**config.mk**
```make
export PLATFORM = sky130hd
export DESIGN_NAME = sum_checked_frame_receiver
export DESIGN_NICKNAME = d
export VERILOG_FILES = /design/src/scfr_pkg.sv /design/src/sum_checked_frame_receiver.sv
export VERILOG_INCLUDE_DIRS = /design/src /design/src/src
export SDC_FILE = /design/constraint.sdc
export NUM_CORES = 1
export LEC_CHECK = 0
export ABC_AREA = 1
export BUFFER_PORTS_ARGS = -buffer_cell sky130_fd_sc_hd__buf_2
export CAP_MARGIN = 20
export CORE_MARGIN = 5
export CORE_UTILIZATION = 32
export DETAILED_ROUTE_END_ITERATION = 10
export SETUP_SLACK_MARGIN = 0.5
export SLEW_MARGIN = 20
export SYNTH_ARGS = -nofsm -noshare
export SYNTH_HDL_FRONTEND = slang
export SYNTH_SLANG_ARGS = --single-unit
```
**constraint.sdc**
```tcl
create_clock -name aclk -period 3.2 [get_ports aclk]
set_clock_uncertainty 0.15 [all_clocks]
set_input_delay 0.48 -clock aclk [delete_from_list [all_inputs] [get_ports aclk]]
set_output_delay 0.48 -clock aclk [all_outputs]
set_load 0.005 [all_outputs]
```
**src/sum_checked_frame_receiver_assert.svh**
```systemverilog
// Assertion macros for the frame receiver.
`ifndef SUM_CHECKED_FRAME_RECEIVER_ASSERT_SVH
`define SUM_CHECKED_FRAME_RECEIVER_ASSERT_SVH

`ifndef SYNTHESIS
// Same-cycle implication, checked on aclk outside reset.
`define SCFR_ASSERT_NOW(label, ante, cons) \
    label: assert property (@(posedge aclk) disable iff (!aresetn) (ante) |-> (cons)) \
        else $error("frame receiver assertion failed");
// Next-cycle implication, checked on aclk outside reset.
`define SCFR_ASSERT_NEXT(label, ante, cons) \
    label: assert property (@(posedge aclk) disable iff (!aresetn) (ante) |=> (cons)) \
        else $error("frame receiver assertion failed");
`else
`define SCFR_ASSERT_NOW(label, ante, cons)
`define SCFR_ASSERT_NEXT(label, ante, cons)
`endif

`endif

```
**src/scfr_pkg.sv**
```systemverilog
// Types and constants for the frame receiver.
`timescale 1ns / 1ps
`default_nettype none

package scfr_pkg;

    localparam int TICK_COUNTER_WIDTH = 16;
    localparam int TICK_CMP_W = (TICK_COUNTER_WIDTH > 16) ? TICK_COUNTER_WIDTH : 16;

    localparam logic [7:0] HEADER_BYTE = 8'hF0;

    localparam logic OP_BYTE = 1'b0;
    localparam logic OP_TICK = 1'b1;

    localparam logic REG_TIMEOUT = 1'b0;
    localparam logic REG_MAX_LEN = 1'b1;

    localparam logic [15:0] TIMEOUT_RESET = 16'd5;
    localparam logic [7:0]  MAX_LEN_RESET = 8'd125;

    typedef enum logic [1:0] {
        PH_IDLE  = 2'd0,
        PH_LEN   = 2'd1,
        PH_BODY  = 2'd2,
        PH_CHECK = 2'd3
    } phase_t;

    typedef enum logic [2:0] {
        ST_PROGRESS   = 3'd0,
        ST_GOOD       = 3'd1,
        ST_BAD_HEADER = 3'd2,
        ST_BAD_SUM    = 3'd3,
        ST_TIMEOUT    = 3'd4,
        ST_TOO_LONG   = 3'd5
    } status_t;

    typedef struct packed {
        logic [7:0] data_byte;
        logic [7:0] position;
        status_t    status;
        logic       frame_end;
    } result_t;

endpackage

`default_nettype wire

```
**src/sum_checked_frame_receiver.sv**
```systemverilog
// Header/length/checksum frame receiver with APB configuration.
// Each received byte gives a result on m_*, held in the output or skid register.
// Throughput: one item (byte or tick) per cycle; a two-entry output stage
// (output register plus skid register) keeps s_ready high until two results wait.
// Ticks give a result only when they abort an open frame by timeout.
// Reset (aresetn low, synchronous): idle, counters zero, registers to defaults.
`timescale 1ns / 1ps
`default_nettype none

`include "sum_checked_frame_receiver_assert.svh"

module sum_checked_frame_receiver
    import scfr_pkg::*;
(
    input  wire logic        aclk,
    input  wire logic        aresetn,

    input  wire logic        s_valid,
    output logic             s_ready,
    input  wire logic        s_operation,
    input  wire logic [7:0]  s_rx_byte,

    output logic             m_valid,
    input  wire logic        m_ready,
    output logic [7:0]       m_data_byte,
    output logic [7:0]       m_position,
    output logic [2:0]       m_status,
    output logic             m_frame_end,

    input  wire logic        psel,
    input  wire logic        penable,
    input  wire logic        pwrite,
    input  wire logic [2:0]  paddr,
    input  wire logic [31:0] pwdata,
    output logic [31:0]      prdata,
    output logic             pready
);

    // configuration
    logic [15:0] timeout_reg;
    logic [7:0]  max_len_reg;
    logic        cfg_write;

    assign pready    = 1'b1;
    assign cfg_write = psel & penable & pwrite;

    always_ff @(posedge aclk) begin
        if (!aresetn) begin
            timeout_reg <= TIMEOUT_RESET;
            max_len_reg <= MAX_LEN_RESET;
        end else if (cfg_write) begin
            case (paddr[2])
                REG_TIMEOUT: timeout_reg <= pwdata[15:0];
                REG_MAX_LEN: max_len_reg <= pwdata[7:0];
                default: ;
            endcase
        end
    end

    always_comb begin
        case (paddr[2])
            REG_TIMEOUT: prdata = {16'd0, timeout_reg};
            REG_MAX_LEN: prdata = {24'd0, max_len_reg};
            default:     prdata = 32'd0;
        endcase
    end

    // frame state
    phase_t                        phase_reg, phase_next;
    logic [7:0]                    left_reg, left_next;
    logic [7:0]                    sum_reg, sum_next;
    logic [7:0]                    index_reg, index_next;
    logic [TICK_COUNTER_WIDTH-1:0] ticks_reg, ticks_next;
    logic [TICK_COUNTER_WIDTH-1:0] ticks_inc;
    logic [7:0]                    left_dec;
    logic                          s_accept;
    logic                          res_valid;
    result_t                       res;

    assign s_accept  = s_valid & s_ready;
    assign ticks_inc = (ticks_reg == '1) ? ticks_reg : ticks_reg + 1'b1;
    assign left_dec  = left_reg - 8'd1;

    always_ff @(posedge aclk) begin
        if (!aresetn) begin
            phase_reg <= PH_IDLE;
            left_reg  <= 8'd0;
            sum_reg   <= 8'd0;
            index_reg <= 8'd0;
            ticks_reg <= '0;
        end else begin
            phase_reg <= phase_next;
            left_reg  <= left_next;
            sum_reg   <= sum_next;
            index_reg <= index_next;
            ticks_reg <= ticks_next;
        end
    end

    always_comb begin
        phase_next = phase_reg;
        left_next  = left_reg;
        sum_next   = sum_reg;
        index_next = index_reg;
        ticks_next = ticks_reg;
        res_valid  = 1'b0;
        res        = '{data_byte: s_rx_byte, position: index_reg,
                       status: ST_PROGRESS, frame_end: 1'b0};

        if (s_accept) begin
            if (s_operation == OP_TICK) begin
                if (phase_reg != PH_IDLE) begin
                    if (TICK_CMP_W'(ticks_inc) > TICK_CMP_W'(timeout_reg)) begin
                        phase_next    = PH_IDLE;
                        left_next     = 8'd0;
                        sum_next      = 8'd0;
                        index_next    = 8'd0;
                        ticks_next    = '0;
                        res_valid     = 1'b1;
                        res.data_byte = 8'd0;
                        res.status    = ST_TIMEOUT;
                        res.frame_end = 1'b1;
                    end else begin
                        ticks_next = ticks_inc;
                    end
                end
            end else begin
                res_valid = 1'b1;
                case (phase_reg)
                    PH_IDLE: begin
                        res.position = 8'd0;
                        if (s_rx_byte != HEADER_BYTE) begin
                            res.status    = ST_BAD_HEADER;
                            res.frame_end = 1'b1;
                        end else begin
                            phase_next = PH_LEN;
                            left_next  = 8'd0;
                            sum_next   = 8'd0;
                            ticks_next = '0;
                            index_next = 8'd1;
                        end
                    end
                    PH_LEN: begin
                        if (s_rx_byte > max_len_reg) begin
                            phase_next    = PH_IDLE;
                            left_next     = 8'd0;
                            sum_next      = 8'd0;
                            index_next    = 8'd0;
                            ticks_next    = '0;
                            res.status    = ST_TOO_LONG;
                            res.frame_end = 1'b1;
                        end else begin
                            left_next  = s_rx_byte;
                            phase_next = (s_rx_byte == 8'd0) ? PH_CHECK : PH_BODY;
                            index_next = index_reg + 8'd1;
                        end
                    end
                    PH_BODY: begin
                        sum_next   = sum_reg + s_rx_byte;
                        left_next  = left_dec;
                        index_next = index_reg + 8'd1;
                        if (left_dec == 8'd0) begin
                            phase_next = PH_CHECK;
                        end
                    end
                    PH_CHECK: begin
                        phase_next    = PH_IDLE;
                        left_next     = 8'd0;
                        sum_next      = 8'd0;
                        index_next    = 8'd0;
                        ticks_next    = '0;
                        res.status    = (s_rx_byte == sum_reg) ? ST_GOOD : ST_BAD_SUM;
                        res.frame_end = 1'b1;
                    end
                    default: begin
                        phase_next = PH_IDLE;
                    end
                endcase
            end
        end
    end

    // output register plus skid register
    logic    m_valid_reg, m_valid_next;
    logic    skid_valid_reg, skid_valid_next;
    result_t out_reg, out_next;
    result_t skid_reg, skid_next;

    assign s_ready = ~skid_valid_reg;

    always_comb begin
        m_valid_next    = m_valid_reg;
        skid_valid_next = skid_valid_reg;
        out_next        = out_reg;
        skid_next       = skid_reg;
        if (m_valid_reg && m_ready) begin
            m_valid_next    = skid_valid_reg;
            out_next        = skid_reg;
            skid_valid_next = 1'b0;
        end
        if (res_valid) begin
            if (!m_valid_next) begin
                m_valid_next = 1'b1;
                out_next     = res;
            end else begin
                skid_valid_next = 1'b1;
                skid_next       = res;
            end
        end
    end

    always_ff @(posedge aclk) begin
        if (!aresetn) begin
            m_valid_reg    <= 1'b0;
            skid_valid_reg <= 1'b0;
        end else begin
            m_valid_reg    <= m_valid_next;
            skid_valid_reg <= skid_valid_next;
        end
    end

    always_ff @(posedge aclk) begin
        out_reg  <= out_next;
        skid_reg <= skid_next;
    end

    assign m_valid     = m_valid_reg;
    assign m_data_byte = out_reg.data_byte;
    assign m_position  = out_reg.position;
    assign m_status    = out_reg.status;
    assign m_frame_end = out_reg.frame_end;

    // checks
    `SCFR_ASSERT_NOW(a_skid_behind_out, skid_valid_reg, m_valid_reg)
    `SCFR_ASSERT_NOW(a_idle_clear, phase_reg == PH_IDLE,
        (index_reg == 8'd0) && (sum_reg == 8'd0) && (ticks_reg == '0))
    `SCFR_ASSERT_NOW(a_end_matches_status, m_valid_reg,
        m_frame_end == (out_reg.status != ST_PROGRESS))
    `SCFR_ASSERT_NEXT(a_byte_gives_result, s_accept && (s_operation == OP_BYTE), m_valid_reg)
    `SCFR_ASSERT_NEXT(a_idle_tick_no_change,
        s_accept && (s_operation == OP_TICK) && (phase_reg == PH_IDLE), phase_reg == PH_IDLE)

endmodule

`default_nettype wire
```
======== Word-level counts from Yosys, hierarchy flattened ========
Index checks and enable logic that the tools add are counted.
W data, S select, Z words.
operators by class
  multiplexer cells ....................... 54
  equal/unequal tests ..................... 11
  add/subtract/negate cells ............... 4
  reduce and logical (&&, ||, !) cells .... 13
  order comparisons ....................... 2
  bitwise logic cells ..................... 5
operators with widths
  kind                     number
  $mux W8                  15
  $mux W16                 6
  $pmux W8 S4              3
  $mux W20                 4
  $pmux W32 S2             1
  $pmux W16 S3             1
  $add A16 B1 Y16 const B  1
  $eq A16 B16 Y1 const B   1
  $gt A16 B16 Y1           1
  $logic_not A8 Y1         2
  $mux W4                  4
  $reduce_and A5 Y1        3
  $mux W2                  7
  $pmux W4 S3              1
  $mux W1                  10
  $ne A3 B3 Y1 const B     3
  $add A8 B1 Y8 const B    1
  $add A8 B8 Y8            1
  $eq A8 B8 Y1             1
  $gt A8 B8 Y1             1
  $ne A8 B8 Y1 const B     1
  $pmux W2 S4              1
  $sub A8 B1 Y8 const B    1
  $reduce_and A2 Y1        3
  other kinds (11)         16
storage, ports and cells
  input bits .............................. 51
  output and inout port bits .............. 55
  flip-flop bits (word level) ............. 108
  logic and storage cells ................. 106

======== Longest topological paths before layout ========
Gate-level depths: netlist (run 1).
  word-level depth ........................ 9
  gate-level depth with buffers ........... 26
  mapped depth without buffers ............ 24

======== Worst setup path before layout (run 1) ========
OpenSTA, ideal clock, no wires.
  kind .................................... reg-to-reg
  start point ............................. register ticks_reg[0]
  end point ............................... register skid_reg[0] (netlist bit) (enable)
  path buffers ............................ 1
  path slack .............................. -342 ps
  stages on the path, launching flop included .. 20
  library setup time ...................... 375 ps
  clock period less this slack ............ 3542 ps
  data arrival time ....................... 3017 ps
  required time ........................... 2675 ps
  path through ............................ dfxtp_1 -> ha_1 -> nand2_1 -> nor2_4 -> nand2_2 -> nor2_4 -> nand4_2 -> nand2_1 -> xor2_1 -> inv_1 -> ha_1 -> nand4_1 -> nor3_2 -> nand2_1 -> nand2_1 -> nand2_4 -> nand2_4 -> buf_2 -> nand3_1 -> inv_1
between the ends
  word-level cells in the longest chain between the ends .. 8
  elaborated cells on any way between the ends .. 9
  classes of those cells .................. add/sub (1); order compare (1); eq/ne (1); mux (5); reduce/logical (1)
ends and longest elaborated chain
  element                                                   RTL line                           source
  start: declaration                                        sum_checked_frame_receiver.sv:73   logic [TICK_COUNTER_WIDTH-1:0] ticks_reg, ticks_next;
  start signal: assignment                                  sum_checked_frame_receiver.sv:96   ticks_reg <= ticks_next;
  $add A16 B1 Y16 / $eq A16 B16 Y1 (equally long branches)  sum_checked_frame_receiver.sv:81   assign ticks_inc = (ticks_reg == '1) ? ticks_reg : ticks_reg + 1'b1;
  $mux W16 *                                                sum_checked_frame_receiver.sv:81
  $gt A16 B16 Y1 *                                          sum_checked_frame_receiver.sv:113  if (TICK_CMP_W'(ticks_inc) > TICK_CMP_W'(timeout_reg)) begin
  $mux W1 *                                                 sum_checked_frame_receiver.sv:113
  $mux W1 *                                                 sum_checked_frame_receiver.sv:112  if (phase_reg != PH_IDLE) begin
  $mux W1 *                                                 sum_checked_frame_receiver.sv:111  if (s_operation == OP_TICK) begin
  $mux W1 *                                                 sum_checked_frame_receiver.sv:110  if (s_accept) begin
  $reduce_and A2 Y1 (no source line) *                      --
  end signal: assignment                                    sum_checked_frame_receiver.sv:224  skid_reg <= skid_next;
  end: declaration                                          sum_checked_frame_receiver.sv:187  result_t skid_reg, skid_next;
Every way passes the cells marked *; elsewhere a longest branch is shown, timed or not.
A chain may end at the register's enable or synchronous reset.

==> results_dict.tcl, run 1 <==
set metrics [dict create \
    drv_slew 0 \
    fp.dieArea_sq_um 23600 \
    setup.worst_path.start "ticks_reg[1]$_SDFFE_PN0P_" \
    seq_area_frac_synth_pct 35.7 \
    critPathKind "reg2reg" \
    syn_area_sq_um 6610 \
    grt-ovfl-total 0 \
    fill_cells 2132 \
    synthFlopType "dfxtp_1" \
    dr_total_vias 6116 \
    die_h_um 154 \
    crit_required_ns 3.35 \
    maxClockFrequency_mhz 314 \
    crit_path_end_kind "flip-flop" \
    drt-pass1-iter-count 7 \
    synth_edf_count 20 \
    grt_pass1_wl_um 27700 \
    hold_path.class "in2reg" \
    dpl-instance-area_sq_um 7460 \
    post_drt_via_cell_ratio 4.70 \
    timing.final.crit_share_pct 99.6 \
    hold_buffers 0 \
    wl_per_cell_um 13.5 \
    grt_max_degree 46 \
    track_usage_pct 14.1 \
    ys_ff_latch 108 \
    areaGrowthSynthToFinish_pct 26.3 \
    grt_pass1_vias 5600 \
    r2r_start "ticks_reg[1]$_SDFFE_PN0P_" \
    hold_depth 3 \
    drt-initial-drc-count 344 \
    setup_viol 0 \
    cts_buffers 9 \
    async_reset_ff_share_pct 0 \
    outcome "complete, no violations" \
    ir_worst_vdd_mv 0.278 \
    final_cells 1302 \
    grt_setup_unrepaired "yes" \
    clkTransAtPathRegs_ns 0.08 \
    boundaryPins 106 \
    nets 1118 \
    finalHoldViolCount 0 \
    clock-root-buffer "clkbuf_16" \
    ys_types 46 \
    crit_arrival_ns 3.33 \
    power-per-cell-area_nw_per_um2 429 \
    period_needed_ns 3.19 \
    clock-sinks 108 \
    crit_end "m_position[6]$_DFF_P_" \
    relSlewSlack_pct 36.6 \
    numPlacedInstances 1267 \
    rr_worst_depth 22 \
    htreeDepth 3 \
    fin_area_sq_um 8350 \
    drcViolationCount 0 \
    critPathLaunchType "flip-flop" \
    routabilityCongestion 0.881 \
    worstPathMaxFanout 7 \
    drv_cap 0 \
    diodes 0 \
    cts_tree "yes" \
    worstReg2RegEnd "m_position[6]$_DFF_P_" \
    wl_um 17600 \
    synth_area_per_cell_sq_um 7.19 \
    die_w_um 154 \
    core_sq_um 20300 \
    clock_latency_ns 0.37 \
    tightest_slew_ns 0.950 \
    antenna_left 0 \
    start_util_pct 32.6 \
    largest_reg_flops 20 \
    yosysWarnings 0 \
    cts_buffer_depth 2 \
    p_leak_nw 4.09 \
    dp.final_hpwl_um 12400 \
    drive_gt1_share_pct 24.8 \
    final_util_pct 41.1 \
    multi_input_area_sq_um 3900 \
    port_buffers 70 \
    fp-row-count 52 \
    syn_inst 920 \
    seq_area_sq_um 2380 \
    r2r_slack_ns 0.01 \
    antenna_found_initial 0 \
]
==> cell usage in the layout (no fill, tap or decap), types with 11 or more instances in the layout <==
master | synthesis | routed
inv_1 | 112 | 107
nand2_1 | 213 | 192
a21oi_1 | 62 | 44
a21oi_2 | 1 | 19
ha_1 | 39 | 35
dfxtp_1 | 88 | 79
xor2_1 | 13 | 11
mux2i_1 | 20 | 20
buf_4 | 19 | 35
edfxtp_1 | 20 | 20
nor2_1 | 114 | 109
conb_1 | 2 | 17
buf_2 | 5 | 70
clkbuf_16 | 0 | 12
nand4_1 | 14 | 14
o21ai_2 | 10 | 13
o21ai_0 | 57 | 46
nand3_1 | 50 | 46
nand2_2 | 2 | 16
==> metal layers <==
metal  track usage, %  vias up  routed length, um
met1             19.3     2767               8100
met4             3.24        0                181
met2             23.2      176               8240
li1                 -     3158                  -
met3             2.84       15               1070
met5                0        -                  0
==> cells in the mapped netlist (all sizes together) (3+ instances only) <==
| library cell | n | area (sq um) |
|---|---|---|
| nor2 | 121 | 505 |
| nand3 | 50 | 250 |
| or2 | 6 | 37.5 |
| nand2 | 220 | 868 |
| inv | 117 | 439 |
| o21bai | 3 | 22.5 |
| a21oi | 64 | 335 |
| mux2i | 20 | 200 |
| ha | 39 | 488 |
| nand4 | 15 | 100 |
| xor2 | 13 | 114 |
| buf | 30 | 228 |
| edfxtp | 20 | 601 |
| clkbuf | 15 | 56.3 |
| dfxtp | 88 | 1760 |
| o21ai | 69 | 383 |
| o22ai | 4 | 25.0 |
| nor3 | 7 | 51.3 |
| o21a | 4 | 30.0 |
| nand3b | 4 | 33.8 |
==> cell type report <==
class                      count  share of cell area (%)
multi-input combinational    664                    46.7
sequential                   108                    28.4
timing repair buffer         126                    11.9
inverter                     118                    5.35
tap                          270                    4.04
clock buffer                   9                    2.70
clock inverter                 7                   0.824
==> report_power, final <==
| group | total, mW | internal (mW) | leakage, nW | switching (mW) |
|---|---|---|---|---|
| clock | 1.12 | 0.550 | 0.143 | 0.570 |
| combinational | 0.908 | 0.400 | 3.04 | 0.508 |
| sequential | 1.56 | 1.49 | 0.909 | 0.0625 |
| total | 3.58 | 2.44 | 4.09 | 1.14 |
==> how the worst min path moves through the flow <==
stage	start	to
after floorplan	ticks_reg[3]$_SDFFE_PN0P_	ticks_reg[3]$_SDFFE_PN0P_
after global placement	ticks_reg[3]$_SDFFE_PN0P_	ticks_reg[3]$_SDFFE_PN0P_
after detailed placement	ticks_reg[3]$_SDFFE_PN0P_	ticks_reg[3]$_SDFFE_PN0P_
after CTS	pwdata[5]	max_len_reg[5]$_SDFFE_PN1P_
after global routing	pwdata[4]	max_len_reg[4]$_SDFFE_PN1P_
final	pwdata[5]	max_len_reg[5]$_SDFFE_PN1P_
==> kinds of logic after synthesis <==
logic type               after synthesis  synth area share (%)
adder cells (fa/ha/maj)               40                  7.68
XOR/XNOR                              14                  1.85
flip-flops                           108                  35.7
other                                  2                 0.114
buffers and inverters                163                  11.0
AO/OA/AOI/OAI                        148                  12.5
AND/OR/NAND/NOR                      425                  28.1
multiplexers                          20                  3.03
==> critical path: stages, from the launching register on <==
cell and delay [ns]:
dfxtp_2 0.35, ha_4 0.15, nand2_4 0.05, nor2_4 0.13, nand2_2 0.09, nor2_4 0.12
nand4_4 0.12, nand2_2 0.11, xor2_2 0.17, inv_2 0.06, ha_4 0.27, nand4_1 0.10
nor3_2 0.24, nand2_1 0.10, nand2_2 0.11, nand2_4 0.08, nand2_8 0.11, nand2_4 0.06
nor2_4 0.14, buf_12 0.15, buf_6 0.13, nand2_1 0.08, o21ai_2 0.07
==> stage by stage <==
step / hold slack, ns / TNS, ns / worst slack, ns / power (mW)
floorplan: 0.294 / -1.36 / -0.0680 / 2.10
global placement: 0.303 / -1.10 / -0.0544 / 2.33
detailed placement: 0.314 / -2.87 / -0.0874 / 2.34
CTS: 0.184 / 0 / 0.000897 / 3.55
global route: 0.211 / -11.20 / -0.184 / 3.79
finish: 0.196 / 0 / 0.0130 / 3.58
==> what timing repair did <==
action	in CTS	in global routing
resized for setup	46	48
pin swaps	2	26
setup endpoints to repair	94	94
gates cloned	3	6
setup buffers	7	3
Power figures use the tool's default switching activity.
==> inputs of run 2 (changes only) <==
==> constraint.sdc (replaced) <==
create_clock -name aclk -period 3.2 [get_ports aclk]
set_clock_uncertainty 0.15 [all_clocks]
set_input_delay 0.32 -clock aclk [delete_from_list [all_inputs] [get_ports aclk]]
set_output_delay 0.32 -clock aclk [all_outputs]
set_load 0.005 [all_outputs]
==> run 2 against run 1 <==
  * Count of clock-buffer cells in the layout unchanged
  * The run now ends with setup timing left
  * Critical endpoint is now m_frame_end$_DFF_P_
  * Core utilization is 2.3 points higher
  * Critical path depth rose by 2
  * Clock power is essentially flat
  * Routed wire length up 3.5%
  * Global-route usage rose by 0.37 points
  * Worst hold slack lost 0.15 ns
  * Setup slack worse by 0.10 ns
==> results_dict.tcl, run 2 (synthesized netlist as in run 1, its figures left out) <==
set metrics [dict create \
    die_h_um 154 \
    core_sq_um 20300 \
    critPathMaxStageDelay_ns 0.36 \
    fp.dieArea_sq_um 23600 \
    final_common_cell "nand2_1" \
    htreeDepth 3 \
    r2r_start "ticks_reg[0]$_SDFFE_PN0P_" \
    track_usage_pct 14.5 \
    rr_worst_depth 24 \
    power.total_mw 3.71 \
    fp-row-count 52 \
    p_switching_mw 1.19 \
    relSlewSlack_pct 34.6 \
    start_util_pct 32.6 \
    grt_max_degree 46 \
    slowest_stage "dfxtp_4" \
    finalHoldViolCount 0 \
    grt-ovfl-total 0 \
    crit_arrival_ns 3.39 \
    hold_path.class "in2reg" \
    wl_um 18200 \
    routabilityCongestion 0.870 \
    worstPathMaxFanout 4 \
    outcome "complete, but fails checks" \
    crit_path_end_kind "flip-flop" \
    critPathLaunchType "flip-flop" \
    path_buf_inv 6 \
    dr_total_vias 6192 \
    areaGrowthSynthToFinish_pct 33.5 \
    clock_latency_ns 0.37 \
    drv_slew 0 \
    nets 1134 \
    post_drt_via_cell_ratio 4.70 \
    power_frac_clock_pct 30.3 \
    internal_power_mw 2.52 \
    grt_pass1_vias 5690 \
    drt-initial-drc-count 361 \
    drv_cap 0 \
    cts_buffers 9 \
    setup_viol 73 \
    clock-root-buffer "clkbuf_16" \
    place_ws_ns -0.0863 \
    hold_path_end "timeout_reg[0]$_SDFFE_PN1P_" \
    clock-sinks 108 \
    tightest_slew_ns 0.980 \
    cts_tree "yes" \
    port_buffers 70 \
    cts_buffer_depth 2 \
    critPathKind "reg2reg" \
    switching_share_pct 32.1 \
    fin_ws_ns -0.0874 \
    dp.final_hpwl_um 12300 \
    drcViolationCount 0 \
    fill_cells 2072 \
    drive_gt1_share_pct 29.8 \
    seq_area_sq_um 2370 \
    antenna_found_initial 0 \
    clkTransAtPathRegs_ns 0.08 \
    wl_per_cell_um 13.8 \
    diodes 0 \
    die_w_um 154 \
    worstReg2RegEnd "m_frame_end$_DFF_P_" \
    grt_setup_unrepaired "yes" \
    crit_required_ns 3.31 \
    crit_chain "buf_4 -> nand3_4 -> nor2_1 -> nand2_1 -> nor2_2 -> or2_2 -> a21oi_2 -> inv_1 -> ha_1 -> a21o_1 -> nor2_1 -> nand2_1 -> nand2_1 -> nand2_2 -> nand2_4 -> nand2_8 -> buf_12 -> nand2_8 -> nor2_4 -> buf_6 -> buf_6 -> buf_6 -> nand2_2 -> o21ai_1" \
    seqPwrFrac_pct 42.0 \
    power-per-cell-area_nw_per_um2 420 \
    p_leak_nw 4.26 \
    antenna_left 0 \
    comb_power_share_pct 27.7 \
    hold_path_startpoint "pwdata[0]" \
    period_needed_ns 3.29 \
    grt_pass1_wl_um 28400 \
    timing.final.crit_share_pct 103 \
    hold_depth 3 \
    drt-pass1-iter-count 5 \
    violations "setup timing" \
    maxClockFrequency_mhz 304 \
    final_cell_mix "164 x nand2_1, 106 x inv_1, 101 x nor2_1, 83 x dfxtp_1, 70 x buf_2" \
    largest_reg_flops 20 \
    ir_worst_vdd_mv 0.249 \
    boundaryPins 106 \
    multi_input_area_sq_um 4110 \
    r2r_slack_ns -0.09 \
    path_delay_family "simple AND/OR/NAND/NOR gates" \
]
-- run 2: cell types whose count changed in the layout (fill, tap and decap cells not counted), sizes merged --
cell	before	now
clkbuf	12	16
clkinvlp	2	1
clkinv	4	5
buf	123	135
-- run 2: metal layers --
layer | track usage [%] | vias to the layer above | routed length (um) | part of all wire [%]
li1 | - | 3183 | - | -
met1 | 20.1 | 2839 | 8530 | 47
met2 | 23.8 | 150 | 8650 | 47
met3 | 2.50 | 20 | 788 | 4.3
met4 | 3.20 | 0 | 248 | 1.4
met5 | 0 | - | 0 | 0
-- run 2: worst max path at each step --
stage,start,slack (ns),cells past startpoint,end
floorplan,ticks_reg[0]$_SDFFE_PN0P_,-0.07,19,skid_reg[0]$_DFFE_PP_
global placement,ticks_reg[0]$_SDFFE_PN0P_,-0.05,19,skid_reg[15]$_DFFE_PP_
detailed placement,ticks_reg[0]$_SDFFE_PN0P_,-0.09,21,phase_reg[1]$_SDFFE_PN0P_
CTS,ticks_reg[0]$_SDFFE_PN0P_,-0.03,22,m_position[5]$_DFF_P_
global route,ticks_reg[0]$_SDFFE_PN0P_,-0.28,28,m_frame_end$_DFF_P_
finish,ticks_reg[0]$_SDFFE_PN0P_,-0.09,24,m_frame_end$_DFF_P_
-- run 2: worst register-to-register path: stages, from the launching register on --
cell,delay (ns)
dfxtp_4,0.36
buf_4,0.15
nand3_4,0.08
nor2_1,0.07
nand2_1,0.12
nor2_2,0.06
or2_2,0.28
a21oi_2,0.17
inv_1,0.06
ha_1,0.29
a21o_1,0.18
nor2_1,0.09
nand2_1,0.05
nand2_1,0.07
nand2_2,0.08
nand2_4,0.11
nand2_8,0.07
buf_12,0.17
nand2_8,0.06
nor2_4,0.04
buf_6,0.14
buf_6,0.11
buf_6,0.12
nand2_2,0.05
o21ai_1,0.05
-- run 2: power by group through the flow --
stage	Clock, mW	Sequential (mW)	Combinational, mW
5_1_grt	1.21	1.57	1.14
6_report	1.13	1.56	1.03
4_1_cts	1.16	1.56	0.833
3_3_place_gp	0	1.59	0.740
3_5_place_dp	0	1.59	0.751
2_1_floorplan	0	1.59	0.516
-- run 2: through the flow --
step           instance area [sq um]  setup TNS [ns]  hold slack, ns  cells  util [%]
4_1_cts                         8120          -0.363          0.0330   1299      40.0
3_3_place_gp                    7440          -0.969           0.303   1264      36.6
2_1_floorplan                   6760           -1.36           0.294    935         -
5_1_grt                         8830          -20.91          0.0363   1318      43.5
6_report                        8830           -3.30          0.0411   1318      43.5
3_5_place_dp                    7440           -2.56           0.311   1264      36.6
-- run 2: what timing repair did --
| action | in CTS | in global routing |
|---|---|---|
| buffers inserted | 15 | 10 |
| endpoints found under the setup margin | 94 | 94 |
| gates resized for setup | 36 | 130 |
| cloned | 4 | 9 |
| hold buffers | 0 | 0 |
| hold endpoints to repair | 0 | 0 |
| pin swaps | 14 | 28 |
-- run 2: cell type report --
cell class	instances	share of cell area [%]
Clock buffer	9	2.55
Clock inverter	7	0.794
Inverter	118	5.06
Multi-Input combinational cell	664	46.5
Sequential cell	108	26.9
Tap cell	270	3.83
Timing Repair Buffer	142	14.4
==> inputs of run 3 (changes only) <==
--- a/config.mk
+++ b/config.mk
@@ -13,6 +13,7 @@
 export CORE_UTILIZATION = 32
 export DETAILED_ROUTE_END_ITERATION = 10
 export SETUP_SLACK_MARGIN = 0.5
+export SKIP_LAST_GASP = 1
 export SLEW_MARGIN = 20
 export SYNTH_ARGS = -nofsm -noshare
 export SYNTH_HDL_FRONTEND = slang
==> run 3 against run 2 <==
  * Final area is 0.16% lower
  * Cell count stayed put
  * Count of clock-buffer cells in the layout stayed put
  * First-iteration DRC count is 2.8% higher
  * Global-route usage stayed put
  * Critical path type unchanged
  * Core utilization is 0.068 points lower
  * Critical path depth stayed put
  * The flow still finishes with violations (setup timing)
  * Critical endpoint unchanged
==> results_dict.tcl, run 3 (synthesized netlist as in run 1, its figures left out) <==
set metrics [dict create \
    outcome "complete, but fails checks" \
    violations "setup timing" \
    diodes 0 \
    path_buf_inv 6 \
    hold_path_startpoint "pwdata[0]" \
    crit_path_end_kind "flip-flop" \
    final_common_cell "nand2_1" \
    crit_required_ns 3.31 \
    largest_reg_flops 20 \
    r2r_start "ticks_reg[0]$_SDFFE_PN0P_" \
    clock-sinks 108 \
    final_cell_mix "165 x nand2_1, 106 x inv_1, 102 x nor2_1, 83 x dfxtp_1, 70 x buf_2" \
    drv_cap 0 \
    die_h_um 154 \
    power.total_mw 3.71 \
    relSlewSlack_pct 34.2 \
    drt-initial-drc-count 371 \
    dp.final_hpwl_um 12300 \
    drcViolationCount 0 \
    fp.dieArea_sq_um 23600 \
    clkTransAtPathRegs_ns 0.08 \
    grt_max_degree 46 \
    critPathMaxStageDelay_ns 0.36 \
    antenna_left 0 \
    p_leak_nw 4.26 \
    grt_pass1_wl_um 28400 \
    dr_total_vias 6189 \
    comb_power_share_pct 27.6 \
    hold_path.class "in2reg" \
    nets 1134 \
    fill_cells 2073 \
    port_buffers 70 \
    setup.worst_path.start "ticks_reg[0]$_SDFFE_PN0P_" \
    wl_um 18200 \
    fp-row-count 52 \
    ir_worst_vdd_mv 0.248 \
    seqPwrFrac_pct 42.0 \
    internal_power_mw 2.52 \
    wl_per_cell_um 13.8 \
    timing.final.crit_share_pct 102 \
    post_drt_via_cell_ratio 4.70 \
    crit_chain "buf_4 -> nand3_4 -> nor2_1 -> nand2_1 -> nor2_2 -> or2_2 -> a21oi_2 -> inv_1 -> ha_1 -> a21o_1 -> nor2_1 -> nand2_1 -> nand2_1 -> nand2_2 -> nand2_4 -> nand2_8 -> buf_12 -> nand2_8 -> nor2_4 -> buf_6 -> buf_6 -> buf_6 -> nand2_2 -> o21ai_1" \
    drive_gt1_share_pct 29.5 \
    die_w_um 154 \
    critPathKind "reg2reg" \
    tightest_slew_ns 0.985 \
    start_util_pct 32.6 \
    antenna_found_initial 0 \
    clock-root-buffer "clkbuf_16" \
    switching_share_pct 32.1 \
    worstPathMaxFanout 4 \
    slowest_stage "dfxtp_4" \
    grt_pass1_vias 5690 \
    power-per-cell-area_nw_per_um2 420 \
    cts_buffers 9 \
    p_switching_mw 1.19 \
    totalNegativeSetupSlack_ns -3.00 \
    htreeDepth 3 \
    drv_slew 0 \
    finalHoldViolCount 0 \
    clock_latency_ns 0.36 \
    maxClockFrequency_mhz 305 \
    areaGrowthSynthToFinish_pct 33.3 \
    crit_arrival_ns 3.39 \
    cts_buffer_depth 2 \
    whs_ns 0.0420 \
    grt-ovfl-total 0 \
    fin_area_sq_um 8810 \
    track_usage_pct 14.5 \
    grt_setup_unrepaired "yes" \
    core_sq_um 20300 \
    period_needed_ns 3.28 \
    boundaryPins 106 \
    critPathLaunchType "flip-flop" \
    fin_ws_ns -0.0793 \
    place_ws_ns -0.0863 \
    cts_tree "yes" \
    drt-pass1-iter-count 6 \
    setup_viol 73 \
    routabilityCongestion 0.870 \
    path_delay_family "simple AND/OR/NAND/NOR gates" \
    dpl-instance-area_sq_um 7440 \
    power_frac_clock_pct 30.4 \
]
run 3: cell counts in the layout (fill, tap and decap cells not counted):
No cell type changed its count.
run 3: path summary, 6_finish.rpt:
path / to / cells past startpoint / slack (ns)
hold / removal: timeout_reg[0]$_SDFFE_PN1P_ / 3 / 0.04
setup reg to reg: m_frame_end$_DFF_P_ / 24 / -0.08
hold reg to reg: ticks_reg[3]$_SDFFE_PN0P_ / 2 / 0.32
setup / recovery: m_frame_end$_DFF_P_ / 24 / -0.08
run 3: area by class of cell:
class | count | area, sq um | share of cell area [%]
Multi-Input combinational cell | 664 | 4100 | 46.5
Clock buffer | 9 | 225 | 2.56
Timing Repair Buffer | 142 | 1270 | 14.4
Sequential cell | 108 | 2370 | 26.9
Clock inverter | 7 | 70.1 | 0.795
Tap cell | 270 | 338 | 3.83
Inverter | 118 | 447 | 5.07
run 3: power by group through the flow:
| stage | logic [mW] | clock network [mW] | registers, mW |
|---|---|---|---|
| floorplan | 0.516 | 0 | 1.59 |
| global placement | 0.740 | 0 | 1.59 |
| detailed placement | 0.751 | 0 | 1.59 |
| CTS | 0.833 | 1.16 | 1.56 |
| global route | 1.13 | 1.21 | 1.57 |
| finish | 1.02 | 1.13 | 1.56 |
run 3: worst reg2reg max path, delay by kind of cell, from the launching register on:
family          cells  cell delay (ns)
fa+ha+maj           1             0.29
simple gates       14             1.23
flops               1             0.36
buf+inv             6             0.75
compound gates      3             0.40
run 3: timing repair:
action,4_1_cts,5_1_grt
hold buffers,0,0
resized for setup,36,125
pin swaps,14,28
setup buffers,15,10
cloned,4,9
endpoints found under the setup margin,94,94
run 3: metal layers:
metal | wire [um] | part of all wire [%] | GRT usage (%)
met1 | 8530 | 47 | 20.1
met3 | 828 | 4.6 | 2.50
met4 | 236 | 1.3 | 3.20
met2 | 8590 | 47 | 23.8
met5 | 0 | 0 | 0
run 3: metrics by stage:
step,cells,util (%)
6_report,1318,43.4
5_1_grt,1318,43.4
3_5_place_dp,1264,36.6
4_1_cts,1299,40.0
2_1_floorplan,935,-
3_3_place_gp,1264,36.6
